==> src/design/rbft_pkg.sv <==
// Package for the receive block filter table: operation codes, result codes,
// tags and the item and result structs. No dependencies.
package rbft_pkg;

  localparam int ENTRIES_DEFAULT = 16;

  localparam logic [2:0] MODE_LISTEN = 3'd0;
  localparam logic [2:0] MODE_SCOUT  = 3'd1;
  localparam logic [2:0] MODE_END    = 3'd2;
  localparam logic [2:0] MODE_ABORT  = 3'd3;
  localparam logic [2:0] MODE_POLL   = 3'd4;
  localparam logic [2:0] MODE_CANCEL = 3'd5;

  localparam logic [2:0] OP_LISTEN = 3'd0;
  localparam logic [2:0] OP_SCOUT  = 3'd1;
  localparam logic [2:0] OP_END    = 3'd2;
  localparam logic [2:0] OP_ABORT  = 3'd3;
  localparam logic [2:0] OP_POLL   = 3'd4;
  localparam logic [2:0] OP_CANCEL = 3'd5;
  localparam logic [2:0] OP_BAD    = 3'd6;

  localparam logic [2:0] ACT_NONE   = 3'd0;
  localparam logic [2:0] ACT_START  = 3'd1;
  localparam logic [2:0] ACT_BCAST  = 3'd2;
  localparam logic [2:0] ACT_CANCEL = 3'd3;
  localparam logic [2:0] ACT_PEEK   = 3'd4;
  localparam logic [2:0] ACT_FINAL  = 3'd5;

  localparam logic [2:0] ST_OK       = 3'd0;
  localparam logic [2:0] ST_WAITING  = 3'd1;
  localparam logic [2:0] ST_BAD_HND  = 3'd2;
  localparam logic [2:0] ST_BAD_PARM = 3'd3;
  localparam logic [2:0] ST_NO_FREE  = 3'd4;

  localparam logic [7:0]  BCAST_STATION = 8'hff;
  localparam logic [7:0]  MACHINE_PEEK  = 8'h88;
  localparam logic [23:0] RX_TAG        = 24'h567800;
  localparam logic [15:0] TAG_FIELD     = 16'h5678;
  localparam logic [15:0] HDR_BYTES     = 16'd6;

  typedef struct packed {
    logic [2:0]  op;
    logic [7:0]  dest_station;
    logic [15:0] station;
    logic [7:0]  port;
    logic [7:0]  ctrl;
    logic [15:0] length;
    logic [23:0] handle;
    logic [31:0] packet_id;
  } item_t;

  typedef struct packed {
    logic [2:0]  action;
    logic [2:0]  status;
    logic [23:0] out_handle;
    logic [3:0]  entry_index;
    logic [15:0] out_length;
    logic [7:0]  out_ctrl;
    logic [7:0]  out_port;
    logic [15:0] out_station;
    logic [31:0] cancel_id;
  } result_t;

endpackage

==> src/design/receive_block_filter_table.sv <==
// Top level of the receive block filter table: front end, item queue and
// back end. Uses rbft_pkg, rbft_front and rbft_back.
//
// Usage:
//   Input channel (in_valid / in_stall) carries one command beat: listen,
//   scout, data end, receive abort, poll or cancel. Output channel
//   (out_valid / out_stall) returns exactly one result beat per command,
//   in order.
//   An accepted beat passes through a queue slot, the item register, the
//   scan registers (sel, found) and the result register on its way out. The
//   back end works on one beat at a time through fetch, priority scan over the
//   entry table and execute, and fetches no new beat until execute is done.
//   The front end queues two beats, so input keeps flowing while a
//   result waits on a stalled output; once the queue fills, in_stall rises.
//   When out_stall holds, the back end finishes its scan and then waits in
//   its execute step with the table untouched until the result register
//   frees up.
//   Reset (rst, synchronous) empties the queue, drops the output beat,
//   frees every entry and clears the active mark and the saved frame header.
//   Entry contents carry no reset and are only read after a listen.
module receive_block_filter_table_core #(
  parameter int ENTRIES = rbft_pkg::ENTRIES_DEFAULT
) (
  input  logic        clk,
  input  logic        rst,
  input  logic        in_valid,
  output logic        in_stall,
  input  logic [2:0]  mode,
  input  logic [7:0]  dest_station,
  input  logic [15:0] station,
  input  logic [7:0]  port,
  input  logic [7:0]  ctrl,
  input  logic [15:0] length,
  input  logic [23:0] handle,
  input  logic [31:0] packet_id,
  output logic        out_valid,
  input  logic        out_stall,
  output logic [2:0]  action,
  output logic [2:0]  status,
  output logic [23:0] out_handle,
  output logic [3:0]  entry_index,
  output logic [15:0] out_length,
  output logic [7:0]  out_ctrl,
  output logic [7:0]  out_port,
  output logic [15:0] out_station,
  output logic [31:0] cancel_id
);

  logic              q_valid;
  logic              q_pop;
  rbft_pkg::item_t   q_item;
  rbft_pkg::result_t res;

  rbft_front u_front (
    .clk, .rst, .in_valid, .in_stall, .mode, .dest_station, .station, .port,
    .ctrl, .length, .handle, .packet_id, .q_valid, .q_item, .q_pop
  );

  rbft_back #(.ENTRIES(ENTRIES)) u_back (
    .clk, .rst, .q_valid, .q_item, .q_pop, .out_valid, .out_stall, .res
  );

  assign action      = res.action;
  assign status      = res.status;
  assign out_handle  = res.out_handle;
  assign entry_index = res.entry_index;
  assign out_length  = res.out_length;
  assign out_ctrl    = res.out_ctrl;
  assign out_port    = res.out_port;
  assign out_station = res.out_station;
  assign cancel_id   = res.cancel_id;

  // A transaction id is only reported for a cancel order.
  a_cancel_id: assert property (@(posedge clk) disable iff (rst)
    out_valid && action != rbft_pkg::ACT_CANCEL |-> cancel_id == 32'd0)
    else $error("cancel_id set without cancel action");

  // A receive start always reports ok status.
  a_start_ok: assert property (@(posedge clk) disable iff (rst)
    out_valid && action == rbft_pkg::ACT_START |-> status == rbft_pkg::ST_OK)
    else $error("start with error status");

  // A listen handle comes only with ok status and no action.
  a_handle_ok: assert property (@(posedge clk) disable iff (rst)
    out_valid && out_handle != 24'd0 |->
      status == rbft_pkg::ST_OK && action == rbft_pkg::ACT_NONE)
    else $error("handle returned with error or action");

endmodule

==> src/design/rbft_front.sv <==
// Front end: accepts input beats, decodes the mode into an operation code
// and holds up to two items for the back end. Uses rbft_pkg.
module rbft_front (
  input  logic                clk,
  input  logic                rst,
  input  logic                in_valid,
  output logic                in_stall,
  input  logic [2:0]          mode,
  input  logic [7:0]          dest_station,
  input  logic [15:0]         station,
  input  logic [7:0]          port,
  input  logic [7:0]          ctrl,
  input  logic [15:0]         length,
  input  logic [23:0]         handle,
  input  logic [31:0]         packet_id,
  output logic                q_valid,
  output rbft_pkg::item_t     q_item,
  input  logic                q_pop
);

  rbft_pkg::item_t slots [2];
  logic            wptr;
  logic            rptr;
  logic [1:0]      count;
  logic            push;
  logic [2:0]      op_dec;

  always_comb begin
    unique case (mode)
      rbft_pkg::MODE_LISTEN: op_dec = rbft_pkg::OP_LISTEN;
      rbft_pkg::MODE_SCOUT:  op_dec = rbft_pkg::OP_SCOUT;
      rbft_pkg::MODE_END:    op_dec = rbft_pkg::OP_END;
      rbft_pkg::MODE_ABORT:  op_dec = rbft_pkg::OP_ABORT;
      rbft_pkg::MODE_POLL:   op_dec = rbft_pkg::OP_POLL;
      rbft_pkg::MODE_CANCEL: op_dec = rbft_pkg::OP_CANCEL;
      default:               op_dec = rbft_pkg::OP_BAD;
    endcase
  end

  assign in_stall = (count == 2'd2);
  assign push     = in_valid && !in_stall;
  assign q_valid  = (count != 2'd0);
  assign q_item   = slots[rptr];

  always_ff @(posedge clk) begin
    if (push) begin
      slots[wptr] <= '{op: op_dec, dest_station: dest_station, station: station,
                       port: port, ctrl: ctrl, length: length, handle: handle,
                       packet_id: packet_id};
    end
  end

  always_ff @(posedge clk) begin
    if (rst) begin
      wptr  <= 1'b0;
      rptr  <= 1'b0;
      count <= 2'd0;
    end else begin
      if (push) wptr <= ~wptr;
      if (q_pop) rptr <= ~rptr;
      count <= count + 2'(push) - 2'(q_pop);
    end
  end

endmodule

==> src/design/rbft_back.sv <==
// Back end: entry table, priority scan and execution of one item, with a
// result register toward the output channel. Uses rbft_pkg.
module rbft_back #(
  parameter int ENTRIES = rbft_pkg::ENTRIES_DEFAULT
) (
  input  logic                clk,
  input  logic                rst,
  input  logic                q_valid,
  input  rbft_pkg::item_t     q_item,
  output logic                q_pop,
  output logic                out_valid,
  input  logic                out_stall,
  output rbft_pkg::result_t   res
);

  localparam int IW = (ENTRIES > 1) ? $clog2(ENTRIES) : 1;

  localparam logic [1:0] S_IDLE = 2'd0;
  localparam logic [1:0] S_SCAN = 2'd1;
  localparam logic [1:0] S_EXEC = 2'd2;

  logic [1:0]      state;
  rbft_pkg::item_t it;

  logic [ENTRIES-1:0] entry_used;
  logic [7:0]         entry_ctrl    [ENTRIES];
  logic [7:0]         entry_port    [ENTRIES];
  logic [15:0]        entry_station [ENTRIES];
  logic [15:0]        entry_length  [ENTRIES];

  logic          active_valid;
  logic [IW-1:0] active_entry;
  logic [7:0]    saved_ctrl;
  logic [7:0]    saved_port;
  logic [15:0]   saved_station;

  logic [IW-1:0] sel;
  logic          found;
  logic [IW-1:0] scan_idx;
  logic          scan_found;
  logic [IW-1:0] hslot;
  logic          hin_range;

  logic [ENTRIES-1:0] cand;
  logic               can_out;
  logic               tag_ok;
  logic [15:0]        sel_len;
  logic [15:0]        body_len;
  logic [15:0]        clip_len;
  rbft_pkg::result_t  r;

  assign hslot     = it.handle[IW-1:0];
  assign hin_range = ({1'b0, it.handle[7:0]} < 9'(ENTRIES));
  assign tag_ok    = (it.handle[23:8] == rbft_pkg::TAG_FIELD);

  // Candidate vector: free entries for listen, open and matching for scout.
  always_comb begin
    for (int k = 0; k < ENTRIES; k++) begin
      if (it.op == rbft_pkg::OP_LISTEN) begin
        cand[k] = !entry_used[k];
      end else begin
        cand[k] = entry_used[k] && (entry_ctrl[k] == 8'd0) &&
                  (entry_port[k] == 8'd0 || entry_port[k] == it.port) &&
                  (entry_station[k] == 16'd0 || entry_station[k] == it.station);
      end
    end
  end

  always_comb begin
    scan_idx   = '0;
    scan_found = 1'b0;
    for (int k = ENTRIES - 1; k >= 0; k--) begin
      if (cand[k]) begin
        scan_idx   = IW'(k);
        scan_found = 1'b1;
      end
    end
  end

  assign can_out  = !out_valid || !out_stall;
  assign q_pop    = (state == S_IDLE) && q_valid;
  assign sel_len  = entry_length[sel];
  assign body_len = it.length - rbft_pkg::HDR_BYTES;
  assign clip_len = (it.length >= rbft_pkg::HDR_BYTES && body_len < sel_len) ?
                    body_len : sel_len;

  always_comb begin
    r = '0;
    case (it.op)
      rbft_pkg::OP_LISTEN: begin
        if (it.ctrl != 8'd0) r.status = rbft_pkg::ST_BAD_PARM;
        else if (!found) r.status = rbft_pkg::ST_NO_FREE;
        else r.out_handle = rbft_pkg::RX_TAG | 24'(sel);
      end
      rbft_pkg::OP_SCOUT: begin
        if (it.port != 8'd0) begin
          if (found) begin
            r.entry_index = 4'(sel);
            if (it.dest_station == rbft_pkg::BCAST_STATION) begin
              r.action = rbft_pkg::ACT_BCAST;
            end else begin
              r.action     = rbft_pkg::ACT_START;
              r.out_length = sel_len;
            end
          end else if (it.dest_station != rbft_pkg::BCAST_STATION) begin
            r.action    = rbft_pkg::ACT_CANCEL;
            r.cancel_id = it.packet_id;
          end
        end else if (it.dest_station != rbft_pkg::BCAST_STATION) begin
          if (it.ctrl == rbft_pkg::MACHINE_PEEK) begin
            r.action = rbft_pkg::ACT_PEEK;
          end else begin
            r.action    = rbft_pkg::ACT_CANCEL;
            r.cancel_id = it.packet_id;
          end
        end
      end
      rbft_pkg::OP_END: begin
        r.action = rbft_pkg::ACT_FINAL;
        if (active_valid) r.entry_index = 4'(active_entry);
      end
      rbft_pkg::OP_ABORT: begin
      end
      rbft_pkg::OP_POLL, rbft_pkg::OP_CANCEL: begin
        if (!tag_ok) begin
          r.status = rbft_pkg::ST_BAD_HND;
        end else begin
          r.entry_index = it.handle[3:0];
          if (!hin_range || !entry_used[sel]) begin
            r.status = (it.op == rbft_pkg::OP_POLL) ? rbft_pkg::ST_BAD_HND :
                       rbft_pkg::ST_BAD_PARM;
          end else if (it.op == rbft_pkg::OP_POLL) begin
            if (entry_ctrl[sel] == 8'd0) begin
              r.status = rbft_pkg::ST_WAITING;
            end else begin
              r.out_length  = sel_len;
              r.out_ctrl    = entry_ctrl[sel];
              r.out_port    = entry_port[sel];
              r.out_station = entry_station[sel];
            end
          end
        end
      end
      default: r.status = rbft_pkg::ST_BAD_PARM;
    endcase
  end

  // Table payload: written only in the execute step.
  always_ff @(posedge clk) begin
    if (state == S_EXEC && can_out) begin
      case (it.op)
        rbft_pkg::OP_LISTEN: begin
          if (it.ctrl == 8'd0 && found) begin
            entry_ctrl[sel]    <= 8'd0;
            entry_port[sel]    <= it.port;
            entry_station[sel] <= it.station;
            entry_length[sel]  <= it.length;
          end
        end
        rbft_pkg::OP_SCOUT: begin
          if (it.port != 8'd0 && found &&
              it.dest_station == rbft_pkg::BCAST_STATION) begin
            entry_ctrl[sel]    <= it.ctrl;
            entry_port[sel]    <= it.port;
            entry_station[sel] <= it.station;
            entry_length[sel]  <= clip_len;
          end
        end
        rbft_pkg::OP_END: begin
          if (active_valid) begin
            entry_ctrl[active_entry]    <= saved_ctrl;
            entry_port[active_entry]    <= saved_port;
            entry_station[active_entry] <= saved_station;
            entry_length[active_entry]  <= it.length;
          end
        end
        default: begin
        end
      endcase
    end
  end

  always_ff @(posedge clk) begin
    if (q_pop) it <= q_item;
    if (state == S_SCAN) begin
      if (it.op == rbft_pkg::OP_POLL || it.op == rbft_pkg::OP_CANCEL) begin
        sel   <= hslot;
        found <= hin_range;
      end else begin
        sel   <= scan_idx;
        found <= scan_found;
      end
    end
    if (state == S_EXEC && can_out) res <= r;
  end

  always_ff @(posedge clk) begin
    if (rst) begin
      state         <= S_IDLE;
      out_valid     <= 1'b0;
      entry_used    <= '0;
      active_valid  <= 1'b0;
      active_entry  <= '0;
      saved_ctrl    <= '0;
      saved_port    <= '0;
      saved_station <= '0;
    end else begin
      // Held while stalled, loaded on the execute step.
      out_valid <= (out_valid && out_stall) || (state == S_EXEC && can_out);
      unique case (state)
        S_IDLE: if (q_valid) state <= S_SCAN;
        S_SCAN: state <= S_EXEC;
        S_EXEC: begin
          if (can_out) begin
            state <= S_IDLE;
            case (it.op)
              rbft_pkg::OP_LISTEN: begin
                if (it.ctrl == 8'd0 && found) entry_used[sel] <= 1'b1;
              end
              rbft_pkg::OP_SCOUT: begin
                if (it.port != 8'd0) begin
                  saved_ctrl    <= it.ctrl;
                  saved_port    <= it.port;
                  saved_station <= it.station;
                end
                if (it.port != 8'd0 && found &&
                    it.dest_station != rbft_pkg::BCAST_STATION) begin
                  active_valid <= 1'b1;
                  active_entry <= sel;
                end
              end
              rbft_pkg::OP_ABORT: active_valid <= 1'b0;
              rbft_pkg::OP_POLL: begin
                if (tag_ok && found && entry_used[sel] && entry_ctrl[sel] != 8'd0)
                  entry_used[sel] <= 1'b0;
              end
              rbft_pkg::OP_CANCEL: begin
                if (tag_ok && found) entry_used[sel] <= 1'b0;
              end
              default: begin
              end
            endcase
          end
        end
        default: state <= S_IDLE;
      endcase
    end
  end

endmodule

==> config.mk <==
export PLATFORM = sky130hd
export DESIGN_NAME = receive_block_filter_table_core
export DESIGN_NICKNAME = d
export VERILOG_FILES = /design/src/design/rbft_pkg.sv /design/src/design/receive_block_filter_table.sv /design/src/design/rbft_front.sv /design/src/design/rbft_back.sv
export SDC_FILE = /design/constraint.sdc
export NUM_CORES = 2
export LEC_CHECK = 0
export ABC_AREA = 1
export BUFFER_PORTS_ARGS = -buffer_cell sky130_fd_sc_hd__buf_2
export CAP_MARGIN = 20
export CELL_PAD_IN_SITES_DETAIL_PLACEMENT = 1
export CELL_PAD_IN_SITES_GLOBAL_PLACEMENT = 1
export CORE_MARGIN = 4
export CORE_UTILIZATION = 35
export CTS_CLUSTER_SIZE = 24
export DETAILED_ROUTE_END_ITERATION = 16
export PLACE_DENSITY = 0.61
export REMOVE_ABC_BUFFERS = 1
export SLEW_MARGIN = 20
export SYNTH_ARGS = -nofsm -noshare
export SYNTH_HDL_FRONTEND = slang
export SYNTH_SLANG_ARGS = --single-unit
==> constraint.sdc <==
create_clock -name clk -period 16.94 [get_ports clk]
set_input_delay 1.694 -clock clk [delete_from_list [all_inputs] [get_ports clk]]
set_output_delay 1.694 -clock clk [all_outputs]
set_load 0.02 [all_outputs]
==> run_results.csv <==
group,metric,value,unit
global_route,grt.overflow.total,0,
logic_synthesis,postSynth.asyncResetShare,0,%
timing,fin_setup_tns,0,ns
critical_path,slowest_delay,0.90,ns
critical_path,path_class,"reg2reg",
drt,wl_per_cell,25.7,um
logic_synthesis,synth_edf_count,1213,
clock_network,cts_buffer_depth,3,
clock_network,clk_latency,0.79,ns
timing,skew,0.0321,ns
clock_network,postCtsSetupRepairBufs,0,
critical_path,worst_path_max_delay_cell,"dfxtp_4",
logic_synthesis,synth.area.mux_share,0,%
global_route,grtUsageTotal,22.4,%
pwr,clkPwrFrac,27.7,%
logic_synthesis,yosys.area.top_type,"edfxtp_1",
critical_path,critPathArrivalTime,6.68,ns
clock_network,cts.clk_slew.worst_paths,0.06,ns
drt,met2WireLength,92900,um
final_layout,fin_area,0.0646,mm^2
logic_synthesis,synth_commonest_cells,"edfxtp_1 (1213), nand2_1 (807), nor2_1 (576)",
pwr,power.internal,6.80,mW
critical_path,rrSetupSlack,10.62,ns
drt,m1WireLength,81500,um
timing,rsz0062_at_grt,"no",
drt,dr.pass1.iters,5,
pwr,leakage,22.5,nW
logic_synthesis,seq_area_frac_synth,66.6,%
logic_synthesis,ys_top_cells_by_area,"edfxtp_1 (64%), nand2_1 (5.4%), o21ai_0 (4.3%)",
drt,vias,40481,
clock_network,cts_resized,0,
clock_network,postCtsHoldBufs,0,
drt,ant_nets,0,
placement,place.gp.congestion,0.860,
pwr,power,11.1,mW
clock_network,htreeDepth,4,
drt,dr_wl_met3,10700,um
logic_synthesis,yosys_warnings,0,
logic_synthesis,synthAdderAreaFrac,0.442,%
timing,hold_viol,0,
timing,setup_viol,0,
timing,maxSlewViolCount,0,
timing,max_slew_margin,25.7,%
drt,post-route-drc-count,0,
clock_network,cts_buffers,145,
die,initial_core_util,35.2,%
logic_synthesis,synth_top_family_by_area,"simple AND/OR/NAND/NOR gates",
placement,hpwl,123000,um
logic_synthesis,synth_compound_area_share,10.1,%
placement,post-place-cells,7195,
final_layout,regArea,0.0377,mm^2
critical_path,crit_path_cell_trace,"buf_4 > buf_4 > o21ai_0 > o221ai_1 > nand3_1 > nand2_1 > inv_1 > ha_1 > a21oi_1 > nor2_1 > a211oi_1 > o221ai_1 > a21oi_1 > nand2_4 > o21ai_0 > o21ai_1",
pwr,switchingPower,4.34,mW
drt,highest_layer,"met5",
die,die_w,410,um
clock_network,cts_tree,"built",
global_route,grt_pass1_wl,280000,um
placement,port_buffers,222,
logic_synthesis,netlist_area,0.0566,mm^2
logic_synthesis,syn-instance-count,4993,
die,dieArea,0.168,mm^2
pwr,cellPowerDensity,172,mW/mm^2
logic_synthesis,yosys.area_share.xor_xnor,4.04,%
final_layout,antenna_cells,0,
placement,pre_cts_slack,10.66,ns
pwr,pwr-share-comb,34.2,%
global_route,grt_pass1_vias,41445,
timing,period_share,37.3,%
timing,clock.fmax,158,MHz
outcome,status,"completed",
critical_path,cp.required,17.30,ns
final_layout,fillers,17236,
final_layout,nNetsFinal,5323,
timing,worst_pin_slew,1.11,ns
clock_network,cts.sinks,1277,
final_layout,drive_above_1_share,12.4,%
logic_synthesis,yosys.area_share.simple,14.1,%
critical_path,crit_path_max_fanout,86,
drt,drt-total-wl,192000,um
logic_synthesis,synthDistinctLibCells,57,
logic_synthesis,ys.flop_type,"edfxtp_1",
timing,setup_ws,10.62,ns
timing,fin_crit,6.32,ns
flow_run,drv_cap,0,
die,pin_count,235,
logic_synthesis,synth_seq_cells,1277,
die,coreArea,0.161,mm^2
critical_path,critPathCaptureType,"flop",
global_route,grt_max_degree,180,
pwr,switching_share,39.0,%
global_route,grt_antenna_before_repair,5,
logic_synthesis,avgSynthCellArea,11.3,um^2
pwr,peakVddDrop,0.117,mV
die,fp-row-count,147,
critical_path,startpoint_type,"flop",
logic_synthesis,synth.most_common_cell,"edfxtp_1",
final_layout,multi_input_area,0.0165,mm^2
clock_network,root_buffer,"clkbuf_16",
die,die_h,410,um
drt,via_per_inst,5.42,
pwr,seqPwrFrac,38.1,%
final_layout,stdcell_count,7462,
final_layout,area_growth_syn_to_layout,14.2,%
drt,drtIter0Drc,3329,
logic_synthesis,yosysTopAreaCellShare,64.4,%
min_path,hp-class,"reg2reg",
placement,placed_area,0.0600,mm^2
-- per-layer routing --
layer / track usage, % / vias up
met1: 29.5 / 20722
met3: 3.45 / 329
met4: 7.96 / 2
met2: 37.7 / 1223
met5: 0 / -
li1: - / 18205
-- path summary, 6_finish.rpt --
kind                                               from                   endpoint  depth (start not counted)
worst min register to register  u_back.saved_station[3]    u_back.saved_station[3]                          2
worst max-delay path                               flop  u_back.entry_length[5][6]                         16
worst max register to register                     flop  u_back.entry_length[5][6]                         16
worst min-delay path            u_back.saved_station[3]    u_back.saved_station[3]                          2
-- area by class of cell --
| cell class | count | area share (%) |
|---|---|---|
| flip-flops and latches | 1277 | 58.4 |
| multi-input cells | 3131 | 25.5 |
| clock buffers | 183 | 5.98 |
| well taps | 2160 | 4.18 |
| repair buffers | 328 | 3.01 |
| inverters | 301 | 1.80 |
| clock inverters | 82 | 1.16 |
-- worst max-delay path: cells and delay by family (launching register included) --
family / cells / cell delay [ns]
compound gates: 8 / 2.22
buf+inv: 3 / 1.64
flops: 1 / 0.90
simple gates: 4 / 0.68
fa+ha+maj: 1 / 0.31
-- metrics by stage --
| step | utilization, % | hold slack [ns] |
|---|---|---|
| final | 40.3 | 0.448 |
| after global routing | 40.3 | 0.469 |
| after CTS | 40.2 | 0.452 |
| after detailed placement | 37.4 | 0.443 |
| after global placement | 37.3 | 0.434 |
| after floorplan | - | 0.427 |
-- layout by cell type, fill, tap and decap left out, types with 106 or more instances in the layout --
cell type	instances
nor2_1	556
nand2_1	806
o221ai_1	106
inv_1	283
xor2_1	137
a21oi_1	196
nor4_1	125
buf_2	222
o21ai_0	489
xnor2_1	124
edfxtp_1	1213
clkbuf_16	148
nand3_1	139
-- power by group through the flow --
stage	sequential [mW]	combinational (mW)	clock, mW
2_1_floorplan	4.53	2.01	0
3_3_place_gp	4.31	3.72	0
3_5_place_dp	4.32	3.80	0
4_1_cts	4.26	3.81	3.17
5_1_grt	4.28	4.16	3.30
6_report	4.25	3.81	3.09
-- logic make-up after synthesis --
kind of cell             Yosys count
AO/OA/AOI/OAI                    982
XOR/XNOR                         261
adder cells (fa/ha/maj)           20
buffers and inverters            596
flip-flops                      1277
other                              1
AND/OR/NAND/NOR                 1856
-- registers in the layout, indices dropped and copies added, names as in the netlist, named ones only --
signal,flops
u_back.out_valid,1
u_back.saved_port,8
u_back.active_entry,4
u_back.saved_station,16
u_front.slots,230
u_back.entry_length,256
u_back.saved_ctrl,8
u_back.entry_ctrl,128
u_back.sel,4
u_front.wptr,1
u_back.entry_port,128
u_back.it,111
u_back.hslot,4
u_back.entry_station,256
u_front.count,2
u_back.active_valid,1
u_front.rptr,1
u_back.found,1
u_back.res,95
u_back.state,2
(Power assumes the default switching activity.)
